[src/hdl/rsda_pkg.sv]
// ----------------------------------------------------------------------------
// rsda_pkg
// Shared widths, constants and controller/datapath interface types for the
// return standard deviation accumulator.
// ----------------------------------------------------------------------------
package rsda_pkg;

   // price and result widths
   localparam int PriceW  = 32;
   localparam int CountW  = 12;
   localparam int SumW    = 48;
   localparam int SqSumW  = 64;
   localparam int StdW    = 32;

   // shared divider: 76-bit dividend, 32-bit divisor
   localparam int DivW    = 76;
   // serial multiplier: 48-bit multiplier, 96-bit product
   localparam int MulW    = 48;
   localparam int ProdW   = 96;
   // square root over a 64-bit radicand
   localparam int SqrtW   = 64;
   localparam int StepW   = 7;

   localparam int DefMaxSamples = 4096;
   localparam logic [CountW-1:0] MinReturnsReset = 12'd3;
   localparam logic [CountW-1:0] MinReturnsFloor = 12'd2;

   // Q4.28 unity and return saturation point
   localparam logic [31:0] OneQ28  = 32'h1000_0000;
   localparam logic [31:0] RetMax  = 32'h7FFF_FFFF;
   localparam logic [DivW-1:0] RetSatQ = 76'h8FFF_FFFF;

   // controller -> datapath commands
   typedef struct packed {
      logic cap_item;
      logic div_load_ret;
      logic div_load_var;
      logic div_step;
      logic ret_load;
      logic sq_mul;
      logic sq_acc;
      logic prev_update;
      logic mul_load_a;
      logic mul_load_b;
      logic mul_step;
      logic save_a;
      logic sqrt_load;
      logic sqrt_step;
      logic out_load;
      logic out_ok;
      logic out_sat;
      logic series_clear;
   } cmd_type;

   // datapath -> controller status
   typedef struct packed {
      logic form_ret;
      logic cnt_zero;
      logic item_last;
      logic enough;
      logic d_pos;
      logic q_big;
      logic out_free;
   } stat_type;

endpackage

[src/hdl/rsda_ctrl.sv]
// ----------------------------------------------------------------------------
// rsda_ctrl
// Sequencer: steps an item that forms a return through division, squaring
// and accumulation, and on the last sample through the deviation computation.
// ----------------------------------------------------------------------------
module rsda_ctrl (
   input  logic              clock,
   input  logic              reset,
   input  logic              req_valid,
   output logic              req_stall,
   input  rsda_pkg::stat_type stat,
   output rsda_pkg::cmd_type  cmd
);
   import rsda_pkg::*;

   typedef enum logic [12:0] {
      S_IDLE = 13'b0000000000001,
      S_EVAL = 13'b0000000000010,
      S_RDIV = 13'b0000000000100,
      S_RSQ  = 13'b0000000001000,
      S_RACC = 13'b0000000010000,
      S_UPD  = 13'b0000000100000,
      S_FCHK = 13'b0000001000000,
      S_MULA = 13'b0000010000000,
      S_MULB = 13'b0000100000000,
      S_VDIV = 13'b0001000000000,
      S_SQRT = 13'b0010000000000,
      S_EMIT = 13'b0100000000000,
      S_SPARE = 13'b1000000000000
   } state_type;

   state_type state_ff, state_in;
   logic      ok_ff, ok_in;
   logic      sat_ff, sat_in;

   assign req_stall = (state_ff != S_IDLE);

   // next state and commands
   always_comb begin
      state_in = state_ff;
      ok_in    = ok_ff;
      sat_in   = sat_ff;
      cmd      = '0;
      cmd.out_ok  = ok_ff;
      cmd.out_sat = sat_ff;
      unique case (state_ff)
         S_IDLE: begin
            if (req_valid) begin
               cmd.cap_item = 1'b1;
               state_in = S_EVAL;
            end
         end
         S_EVAL: begin
            if (stat.form_ret) begin
               cmd.div_load_ret = 1'b1;
               state_in = S_RDIV;
            end else begin
               state_in = S_UPD;
            end
         end
         S_RDIV: begin
            if (stat.cnt_zero) begin
               cmd.ret_load = 1'b1;
               state_in = S_RSQ;
            end else begin
               cmd.div_step = 1'b1;
            end
         end
         S_RSQ: begin
            cmd.sq_mul = 1'b1;
            state_in = S_RACC;
         end
         S_RACC: begin
            cmd.sq_acc = 1'b1;
            state_in = S_UPD;
         end
         S_UPD: begin
            cmd.prev_update = 1'b1;
            state_in = stat.item_last ? S_FCHK : S_IDLE;
         end
         S_FCHK: begin
            if (stat.enough) begin
               cmd.mul_load_a = 1'b1;
               state_in = S_MULA;
            end else begin
               ok_in  = 1'b0;
               sat_in = 1'b0;
               state_in = S_EMIT;
            end
         end
         S_MULA: begin
            if (stat.cnt_zero) begin
               cmd.save_a     = 1'b1;
               cmd.mul_load_b = 1'b1;
               state_in = S_MULB;
            end else begin
               cmd.mul_step = 1'b1;
            end
         end
         S_MULB: begin
            if (stat.cnt_zero) begin
               if (stat.d_pos) begin
                  cmd.div_load_var = 1'b1;
                  state_in = S_VDIV;
               end else begin
                  ok_in  = 1'b0;
                  sat_in = 1'b0;
                  state_in = S_EMIT;
               end
            end else begin
               cmd.mul_step = 1'b1;
            end
         end
         S_VDIV: begin
            if (stat.cnt_zero) begin
               if (stat.q_big) begin
                  ok_in  = 1'b1;
                  sat_in = 1'b1;
                  state_in = S_EMIT;
               end else begin
                  cmd.sqrt_load = 1'b1;
                  state_in = S_SQRT;
               end
            end else begin
               cmd.div_step = 1'b1;
            end
         end
         S_SQRT: begin
            if (stat.cnt_zero) begin
               ok_in  = 1'b1;
               sat_in = 1'b0;
               state_in = S_EMIT;
            end else begin
               cmd.sqrt_step = 1'b1;
            end
         end
         S_EMIT: begin
            if (stat.out_free) begin
               cmd.out_load     = 1'b1;
               cmd.series_clear = 1'b1;
               state_in = S_IDLE;
            end
         end
         default: begin
            state_in = S_IDLE;
         end
      endcase
   end

   // state registers
   always_ff @(posedge clock) begin
      if (reset) begin
         state_ff <= S_IDLE;
         ok_ff    <= 1'b0;
         sat_ff   <= 1'b0;
      end else begin
         state_ff <= state_in;
         ok_ff    <= ok_in;
         sat_ff   <= sat_in;
      end
   end

endmodule

[src/hdl/rsda_dp.sv]
// ----------------------------------------------------------------------------
// rsda_dp
// Datapath: series state, shared restoring divider, serial multiplier,
// digit-by-digit square root, return squarer and the result register.
// ----------------------------------------------------------------------------
module rsda_dp #(
   parameter int MAX_SAMPLES = rsda_pkg::DefMaxSamples
) (
   input  logic                        clock,
   input  logic                        reset,
   input  logic [rsda_pkg::PriceW-1:0] req_price,
   input  logic                        req_price_valid,
   input  logic                        req_series_last,
   input  logic                        csr_wr_en,
   input  logic [rsda_pkg::CountW-1:0] csr_wr_data,
   input  logic                        rsp_stall,
   output logic                        rsp_valid,
   output logic [rsda_pkg::StdW-1:0]   rsp_std_dev,
   output logic                        rsp_std_valid,
   output logic [rsda_pkg::CountW-1:0] rsp_return_count,
   input  rsda_pkg::cmd_type           cmd,
   output rsda_pkg::stat_type          stat
);
   import rsda_pkg::*;

   localparam int CapInt = (MAX_SAMPLES - 1 < 4095) ? (MAX_SAMPLES - 1) : 4095;
   localparam logic [CountW-1:0] CountCap = CountW'(CapInt);

   // configuration and captured item
   logic [CountW-1:0] min_ret_ff;
   logic [PriceW-1:0] item_price_ff;
   logic              item_valid_ff;
   logic              item_last_ff;

   // series state
   logic [PriceW-1:0]        prev_price_ff;
   logic                     prev_valid_ff;
   logic signed [SumW-1:0]   ret_sum_ff;
   logic [SqSumW-1:0]        sq_sum_ff;
   logic [CountW-1:0]        count_ff;

   // shared step counter
   logic [StepW-1:0] cnt_ff;

   // divider
   logic [DivW-1:0]  div_q_ff;
   logic [32:0]      div_r_ff;
   logic [31:0]      div_d_ff;
   logic [32:0]      div_sh;
   logic [33:0]      div_diff;

   // return and square
   logic signed [31:0] ret_ff;
   logic [31:0]        ret_mag;
   logic [63:0]        sq_ff;
   logic [64:0]        sq_add;
   logic [31:0]        ret_val;

   // serial multiplier
   logic [ProdW-1:0] acc_ff;
   logic [ProdW-1:0] mcand_ff;
   logic [MulW-1:0]  mplier_ff;
   logic [ProdW-1:0] a_ff;
   logic [SumW-1:0]  sum_abs;
   logic [ProdW-1:0] d_diff;
   logic [23:0]      nn1;

   // square root
   logic [SqrtW-1:0] sq_x_ff;
   logic [33:0]      sq_rem_ff;
   logic [31:0]      sq_root_ff;
   logic [34:0]      sq_sh;
   logic [34:0]      sq_trial;

   // output register
   logic              out_valid_ff;
   logic [StdW-1:0]   out_std_ff;
   logic              out_ok_ff;
   logic [CountW-1:0] out_cnt_ff;

   logic [CountW-1:0] need;

   // combinational helpers
   always_comb begin
      div_sh   = {div_r_ff[31:0], div_q_ff[DivW-1]};
      div_diff = {1'b0, div_sh} - {2'b00, div_d_ff};
      ret_val  = (div_q_ff >= RetSatQ) ? RetMax : (div_q_ff[31:0] - OneQ28);
      ret_mag  = ret_ff[31] ? (32'd0 - ret_ff) : ret_ff;
      sq_add   = {1'b0, sq_sum_ff} + {1'b0, sq_ff};
      sum_abs  = ret_sum_ff[SumW-1] ? (SumW'(0) - ret_sum_ff) : ret_sum_ff;
      d_diff   = a_ff - acc_ff;
      nn1      = 24'(count_ff) * 24'(count_ff - 12'd1);
      sq_sh    = {sq_rem_ff[32:0], sq_x_ff[SqrtW-1 -: 2]};
      sq_trial = {1'b0, sq_root_ff, 2'b01};
      need     = (min_ret_ff < MinReturnsFloor) ? MinReturnsFloor : min_ret_ff;
   end

   // status to controller
   always_comb begin
      stat.form_ret  = item_valid_ff && prev_valid_ff && (prev_price_ff != '0)
                       && (count_ff < CountCap);
      stat.cnt_zero  = (cnt_ff == '0);
      stat.item_last = item_last_ff;
      stat.enough    = (count_ff >= need);
      stat.d_pos     = (a_ff > acc_ff);
      stat.q_big     = (div_q_ff[DivW-1:SqrtW] != '0);
      stat.out_free  = !out_valid_ff || !rsp_stall;
   end

   // control registers
   always_ff @(posedge clock) begin
      if (reset) begin
         min_ret_ff    <= MinReturnsReset;
         prev_valid_ff <= 1'b0;
         count_ff      <= '0;
         cnt_ff        <= '0;
         out_valid_ff  <= 1'b0;
      end else begin
         if (csr_wr_en) begin
            min_ret_ff <= csr_wr_data;
         end
         // step counter
         if (cmd.div_load_ret || cmd.div_load_var) begin
            cnt_ff <= StepW'(DivW);
         end else if (cmd.mul_load_a || cmd.mul_load_b) begin
            cnt_ff <= StepW'(MulW);
         end else if (cmd.sqrt_load) begin
            cnt_ff <= StepW'(SqrtW / 2);
         end else if (cmd.div_step || cmd.mul_step || cmd.sqrt_step) begin
            cnt_ff <= cnt_ff - StepW'(1);
         end
         if (cmd.sq_acc) begin
            count_ff <= count_ff + 12'd1;
         end
         if (cmd.prev_update) begin
            prev_valid_ff <= item_valid_ff;
         end
         if (cmd.series_clear) begin
            prev_valid_ff <= 1'b0;
            count_ff      <= '0;
         end
         // result handshake
         if (cmd.out_load) begin
            out_valid_ff <= 1'b1;
         end else if (!rsp_stall) begin
            out_valid_ff <= 1'b0;
         end
      end
   end

   // payload registers
   always_ff @(posedge clock) begin
      if (reset) begin
         ret_sum_ff    <= '0;
         sq_sum_ff     <= '0;
         prev_price_ff <= '0;
      end else begin
         if (cmd.cap_item) begin
            item_price_ff <= req_price;
            item_valid_ff <= req_price_valid;
            item_last_ff  <= req_series_last;
         end
         // shared divider
         if (cmd.div_load_ret) begin
            div_q_ff <= {16'd0, item_price_ff, 28'd0};
            div_r_ff <= '0;
            div_d_ff <= prev_price_ff;
         end else if (cmd.div_load_var) begin
            div_q_ff <= d_diff[DivW-1:0];
            div_r_ff <= '0;
            div_d_ff <= {8'd0, nn1};
         end else if (cmd.div_step) begin
            if (!div_diff[33]) begin
               div_r_ff <= div_diff[32:0];
               div_q_ff <= {div_q_ff[DivW-2:0], 1'b1};
            end else begin
               div_r_ff <= div_sh;
               div_q_ff <= {div_q_ff[DivW-2:0], 1'b0};
            end
         end
         // return, square and accumulate
         if (cmd.ret_load) begin
            ret_ff <= ret_val;
         end
         if (cmd.sq_mul) begin
            sq_ff <= 64'(ret_mag) * 64'(ret_mag);
         end
         if (cmd.sq_acc) begin
            ret_sum_ff <= ret_sum_ff + {{(SumW-32){ret_ff[31]}}, ret_ff};
            sq_sum_ff  <= sq_add[64] ? '1 : sq_add[63:0];
         end
         if (cmd.prev_update && item_valid_ff) begin
            prev_price_ff <= item_price_ff;
         end
         if (cmd.series_clear) begin
            ret_sum_ff    <= '0;
            sq_sum_ff     <= '0;
            prev_price_ff <= '0;
         end
         // serial multiplier
         if (cmd.save_a) begin
            a_ff <= acc_ff;
         end
         if (cmd.mul_load_a) begin
            acc_ff    <= '0;
            mcand_ff  <= {32'd0, sq_sum_ff};
            mplier_ff <= {36'd0, count_ff};
         end else if (cmd.mul_load_b) begin
            acc_ff    <= '0;
            mcand_ff  <= {48'd0, sum_abs};
            mplier_ff <= sum_abs;
         end else if (cmd.mul_step) begin
            if (mplier_ff[0]) begin
               acc_ff <= acc_ff + mcand_ff;
            end
            mcand_ff  <= {mcand_ff[ProdW-2:0], 1'b0};
            mplier_ff <= {1'b0, mplier_ff[MulW-1:1]};
         end
         // square root, two radicand bits per step
         if (cmd.sqrt_load) begin
            sq_x_ff    <= div_q_ff[SqrtW-1:0];
            sq_rem_ff  <= '0;
            sq_root_ff <= '0;
         end else if (cmd.sqrt_step) begin
            sq_x_ff <= {sq_x_ff[SqrtW-3:0], 2'b00};
            if (sq_sh >= sq_trial) begin
               sq_rem_ff  <= 34'(sq_sh - sq_trial);
               sq_root_ff <= {sq_root_ff[30:0], 1'b1};
            end else begin
               sq_rem_ff  <= sq_sh[33:0];
               sq_root_ff <= {sq_root_ff[30:0], 1'b0};
            end
         end
         // result
         if (cmd.out_load) begin
            out_ok_ff  <= cmd.out_ok;
            out_cnt_ff <= count_ff;
            if (!cmd.out_ok) begin
               out_std_ff <= '0;
            end else if (cmd.out_sat) begin
               out_std_ff <= '1;
            end else begin
               out_std_ff <= sq_root_ff;
            end
         end
      end
   end

   assign rsp_valid        = out_valid_ff;
   assign rsp_std_dev      = out_std_ff;
   assign rsp_std_valid    = out_ok_ff;
   assign rsp_return_count = out_cnt_ff;

endmodule

[src/hdl/return_std_dev_accumulator_unit.sv]
// ----------------------------------------------------------------------------
// return_std_dev_accumulator_unit
// Accumulates simple returns of a price series and reports their sample
// standard deviation on the series' last sample.
// ----------------------------------------------------------------------------
// Usage:
//   Input items (req_*) carry one Q16.16 price, a present flag and a
//   last-of-series flag. req_stall is low only while the block is idle.
//   A sample that forms a return passes through a 76-step radix-2 divider,
//   then squaring and accumulation; one that forms none skips all three.
//   Given enough returns, the last sample adds the deviation: two 48-step
//   serial multiplies, a 76-step variance divide and a 32-step square root.
//   Results (rsp_*) sit in an output register; the next item is accepted
//   while a result waits. If the receiver stalls, a new result waits
//   in the controller until the register frees, holding off input.
//   csr_wr_en/csr_wr_data set min_returns; the user sets it only while idle,
//   which the block does not enforce. Reset clears the series and sets
//   min_returns to 3; it takes effect in the next cycle.
// ----------------------------------------------------------------------------
module return_std_dev_accumulator_unit #(
   parameter int MAX_SAMPLES = rsda_pkg::DefMaxSamples
) (
   input  logic                        clock,
   input  logic                        reset,
   input  logic                        req_valid,
   output logic                        req_stall,
   input  logic [rsda_pkg::PriceW-1:0] req_price,
   input  logic                        req_price_valid,
   input  logic                        req_series_last,
   output logic                        rsp_valid,
   input  logic                        rsp_stall,
   output logic [rsda_pkg::StdW-1:0]   rsp_std_dev,
   output logic                        rsp_std_valid,
   output logic [rsda_pkg::CountW-1:0] rsp_return_count,
   input  logic                        csr_wr_en,
   input  logic [rsda_pkg::CountW-1:0] csr_wr_data
);
   import rsda_pkg::*;

   cmd_type  cmd;
   stat_type stat;

   // sequencer
   rsda_ctrl u_ctrl (
      .clock     (clock),
      .reset     (reset),
      .req_valid (req_valid),
      .req_stall (req_stall),
      .stat      (stat),
      .cmd       (cmd)
   );

   // datapath
   rsda_dp #(
      .MAX_SAMPLES (MAX_SAMPLES)
   ) u_dp (
      .clock            (clock),
      .reset            (reset),
      .req_price        (req_price),
      .req_price_valid  (req_price_valid),
      .req_series_last  (req_series_last),
      .csr_wr_en        (csr_wr_en),
      .csr_wr_data      (csr_wr_data),
      .rsp_stall        (rsp_stall),
      .rsp_valid        (rsp_valid),
      .rsp_std_dev      (rsp_std_dev),
      .rsp_std_valid    (rsp_std_valid),
      .rsp_return_count (rsp_return_count),
      .cmd              (cmd),
      .stat             (stat)
   );

endmodule
[config.mk]
export PLATFORM = sky130hd
export DESIGN_NAME = return_std_dev_accumulator_unit
export DESIGN_NICKNAME = d
export VERILOG_FILES = /design/src/hdl/rsda_pkg.sv /design/src/hdl/rsda_ctrl.sv /design/src/hdl/rsda_dp.sv /design/src/hdl/return_std_dev_accumulator_unit.sv
export SDC_FILE = /design/constraint.sdc
export NUM_CORES = 2
export LEC_CHECK = 0
export ABC_CLOCK_PERIOD_IN_PS = 23600
export BUFFER_PORTS_ARGS = -buffer_cell sky130_fd_sc_hd__buf_4
export CORE_ASPECT_RATIO = 1.2
export CORE_MARGIN = 3
export CORE_UTILIZATION = 60
export CTS_CLUSTER_SIZE = 8
export DETAILED_ROUTE_END_ITERATION = 7
export GPL_TIMING_DRIVEN = 0
export MAX_ROUTING_LAYER = met4
export PLACE_DENSITY = 0.85
export SLEW_MARGIN = 20
export SYNTH_ARGS = -nofsm -noshare
export SYNTH_HDL_FRONTEND = slang
export SYNTH_HIERARCHICAL = 1
export SYNTH_SLANG_ARGS = --single-unit
[constraint.sdc]
create_clock -name clock -period 23.6 [get_ports clock]
set_input_delay 0 -clock clock [delete_from_list [all_inputs] [get_ports clock]]
set_output_delay 0 -clock clock [all_outputs]
set_load 0.1 [all_outputs]
==> reports/qor_table.md <==
| Group | Metric | Value |
| --- | --- | --- |
| timing | Peak Freq | 0.0714 GHz |
| setup path | Startpoint Class | flop |
| timing | Actual slew at the worst max-slew pin | 1300 ps |
| final layout | Area delta synth->final | 10.1% |
| setup path | Critical path's most frequent cell | sky130_fd_sc_hd__fa_1 |
| timing | Total Neg Setup Slack | 0 ps |
| global routing | Pin count of the biggest net entering global routing | 50 |
| setup path | Delay of the slowest cell on the worst path | 860 ps |
| run | Max cap viols | 0 |
| die | Initial Utilization | 60.4% |
| hold path | Hold path startpoint | csr_wr_en |
| placed design | GP Congestion | 1.01 |
| detailed routing | Length of the first detailed-routing pass in iterations | 5 |
| cts | Count of cells resized by post-cts repair | 0 |
| final layout | Final core utilization | 66.5% |
| setup path | Combined buffer and inverter count along the critical path | 10 |
| die | Horizontal die dimension | 364 um |
| cts | Setup bufs post-CTS | 0 |
| global routing | Residual overflow from global routing | 0 |
| global routing | First-pass GRT wire length | 447 mm |
| setup path | R2r startpoint | u_dp/ret_ff[0] |
| final layout | Most common cell after layout, fill and taps aside | sky130_fd_sc_hd__inv_1 |
| cts | Clock sinks | 970 |
| detailed routing | Post-DRT Antenna Nets | 0 |
| timing | Number of setup violations in the final report | 0 |
| synth | Count of unique library cells instantiated by Yosys | 91 |
| final layout | Most frequent cells in the layout | 1472 x sky130_fd_sc_hd__inv_1, 919 x sky130_fd_sc_hd__fa_1, 806 x sky130_fd_sc_hd__nor2_1 |
| setup path | Crit path required time | 24110 ps |
| cts | Clk Latency, worst-skew pair | 790 ps |
| synth | Synthesized cell area | 0.0922 mm2 |
| synth | Asr flop ratio synth | 0% |
| placed design | HPWL Detailed | 237 mm |
| synth | Synth Flop Type | sky130_fd_sc_hd__edfxtp_1 |
| run status | Outcome | complete, no violations |
| setup path | Arrival time reported for the critical path endpoint | 14510 ps |
| cts | Clock-pin transition on the worst setup and hold timing paths | 50 ps |
| pwr | Static Leak | 44.9 nW |
| final layout | Number of fill cells in the layout | 12000 |
| timing | Count of final max-slew check failures | 0 |
| timing | Worst rel slew slack | 13.5% |
| placed design | IO buf count | 96 |
| final layout | Layout net count | 11700 |
| timing | Post-route clock period utilization | 59.3% |
| cts | Clock tree from TritonCTS | done |
| setup path | Crit path kind | flop to flop |
| die | Floorplan die height | 436 um |
| cts | Number of levels the H-tree was split into | 4 |
| synth | Per-instance average area after synthesis | 9.66 um2 |
| timing | RSZ-0062 raised after global routing | no |
| synth | Share of synthesized area occupied by flip-flops and latches | 29.5% |
| timing | Hold Slack | 29.0 ps |
| cts | Clock root buffer master | sky130_fd_sc_hd__clkbuf_16 |
| detailed routing | Detailed router's first-iteration violation count | 6430 |
| timing | Clk_skew | 41.7 ps |
| cts | TritonCTS buffer count | 139 |
| die | Total core area | 0.153 mm2 |
| setup path | Launching instance or port of the critical path | u_dp/ret_ff[0] |
| hold path | Type of the tightest min-delay check | input port to flop |
| timing | Final hold violations | 0 |
| detailed routing | Vias | 72500 |
| global routing | Initial antenna violation count | 4 |
| setup path | Worst setup EP type | flop |
| die | Die outline area | 0.159 mm2 |
| synth | Number of warnings reported in the yosys synthesis log | 6 |
| pwr | Power per Cell Area | 40.7 mW/mm2 |
| setup path | Slowest CP cell | sky130_fd_sc_hd__clkinv_1 |
| die | Ports placed on the boundary | 98 |
| detailed routing | Total Wirelength | 295 mm |
| detailed routing | Residual DRC count | 0 |
| detailed routing | Number of vias per cell | 6.03 |
| cts | Maximum buffer depth of the clock tree | 3 |
| global routing | Number of global-route vias before repair | 75600 |
| timing | Minimum clock period after layout | 14000 ps |
| final layout | Fraction of final layout cells sized beyond drive strength 1 | 5.13% |
| setup path | Crit-path leading delay family | adder cells |
| synth | Synthesized instance count | 9550 |
| pwr | Largest vdd supply drop | 0.0000836 V |
| synth | Flip-flop and latch count after synthesis | 970 |
| die | Num rows | 157 |
| global routing | Global router's overall resource usage | 38.6% |
| setup path | Crit-path max FO | 10 |
| synth | Post-synth EDFFs | 779 |
| detailed routing | Routed len/inst | 24.5 um |
| cts | Hold buffer count at cts | 88 |
==> path summary, 6_finish.rpt <==
path         slack (ps)                 end  cells after the start
max                9600      u_dp/sq_ff[58]                     38
min                  30  u_dp/min_ret_ff[1]                      4
max reg2reg        9600      u_dp/sq_ff[58]                     38
min reg2reg         480       u_ctrl/sat_ff                      2
==> area by class of cell <==
type,count,area [um2],share of cell area [%]
clock inverters,13,195,0.192
flip-flops and latches,970,27200,26.8
well taps,1987,2490,2.45
repair buffers,225,2400,2.36
inverters,1484,5570,5.49
clock buffers,221,3820,3.76
plain buffers,405,1600,1.57
diodes,8,20.0,0.0197
multi-input cells,6716,58200,57.4
==> state kept, by name, summed over array words and instances (netlist names), 33 cells and up <==
| signal | flops |
|---|---|
| u_dp/a_ff | 96 |
| u_dp/acc_ff | 96 |
| u_dp/mcand_ff | 96 |
| u_dp/div_q_ff | 76 |
| u_dp/sq_sum_ff | 64 |
| u_dp/sq_x_ff | 64 |
| u_dp/sq_ff | 63 |
| u_dp/mplier_ff | 48 |
| u_dp/ret_sum_ff | 48 |
| u_dp/sq_rem_ff | 33 |
==> worst register-to-register path: cells and delay by family, from the launching register on <==
kind | cells | cell delay [ps]
DFF | 1 | 620
adders and majority gates | 10 | 4550
AOI/OAI and AO/OA | 8 | 2640
and+or+nand+nor | 8 | 2070
xor gates and xnor gates | 2 | 880
buffers and inverters | 10 | 2950
==> through the flow <==
| stage | instances | total power [mW] | instance area [um2] | setup slack, ps |
|---|---|---|---|---|
| 2_1_floorplan | 9575 | 2.15 | 92300 | 11580 |
| 3_3_place_gp | 11700 | 2.26 | 95500 | 5110 |
| 3_5_place_dp | 11700 | 2.26 | 96600 | 9840 |
| 4_1_cts | 12000 | 4.14 | 101000 | 9780 |
| 5_1_grt | 12000 | 4.26 | 102000 | 9370 |
| 6_report | 12000 | 4.14 | 102000 | 9600 |
==> report_power, final <==
group          internal [mW]  switching [mW]  total, mW
sequential              1.85          0.0129       1.87
combinational          0.154           0.232      0.386
clock                   1.11           0.777       1.88
==> cell usage after synthesis (51+ instances only) <==
cell,number,area (um2)
sky130_fd_sc_hd__a21o_1,297,2230
sky130_fd_sc_hd__o21ai_0,407,2040
sky130_fd_sc_hd__xnor2_1,304,2660
sky130_fd_sc_hd__nor2b_1,97,607
sky130_fd_sc_hd__mux2i_1,148,1480
sky130_fd_sc_hd__nand2b_1,143,895
sky130_fd_sc_hd__and3_1,54,338
sky130_fd_sc_hd__edfxtp_1,779,23400
sky130_fd_sc_hd__xor2_1,214,1870
sky130_fd_sc_hd__o21a_1,83,623
sky130_fd_sc_hd__nor4_1,51,319
sky130_fd_sc_hd__nand4_1,104,651
sky130_fd_sc_hd__clkbuf_1,369,1390
sky130_fd_sc_hd__nand2_1,701,2630
sky130_fd_sc_hd__o21bai_1,90,676
sky130_fd_sc_hd__o31ai_1,59,443
sky130_fd_sc_hd__dfxtp_1,191,3820
sky130_fd_sc_hd__nor2_1,813,3050
sky130_fd_sc_hd__mux2_2,68,766
sky130_fd_sc_hd__fa_1,919,18400
sky130_fd_sc_hd__ha_1,763,9550
sky130_fd_sc_hd__nand3_1,108,541
sky130_fd_sc_hd__a31oi_1,52,325
sky130_fd_sc_hd__and2_1,76,475
sky130_fd_sc_hd__inv_1,1472,5530
sky130_fd_sc_hd__a21oi_1,561,2810
sky130_fd_sc_hd__nor3_1,80,400
==> layer usage <==
layer | GRT usage [%] | vias to the layer above | share of wire, %
met5 | - | - | 0
met1 | 42.6 | 35300 | 36
met2 | 63.8 | 3193 | 49
met3 | 5.68 | 1112 | 6.8
li1 | - | 32900 | -
met4 | 27.4 | 0 | 8.9
==> cell families after synthesis <==
family / after synthesis / share of synthesized area, %
AOI/OAI and AO/OA: 1865 / 12.9
xor gates and xnor gates: 518 / 4.92
buffers and inverters: 1889 / 7.76
other: 2 / 0.00814
DFF: 970 / 29.5
and+or+nand+nor: 2408 / 12.2
adders and majority gates: 1682 / 30.3
muxes: 216 / 2.44
No activity file was read; power rests on OpenSTA's default activity.
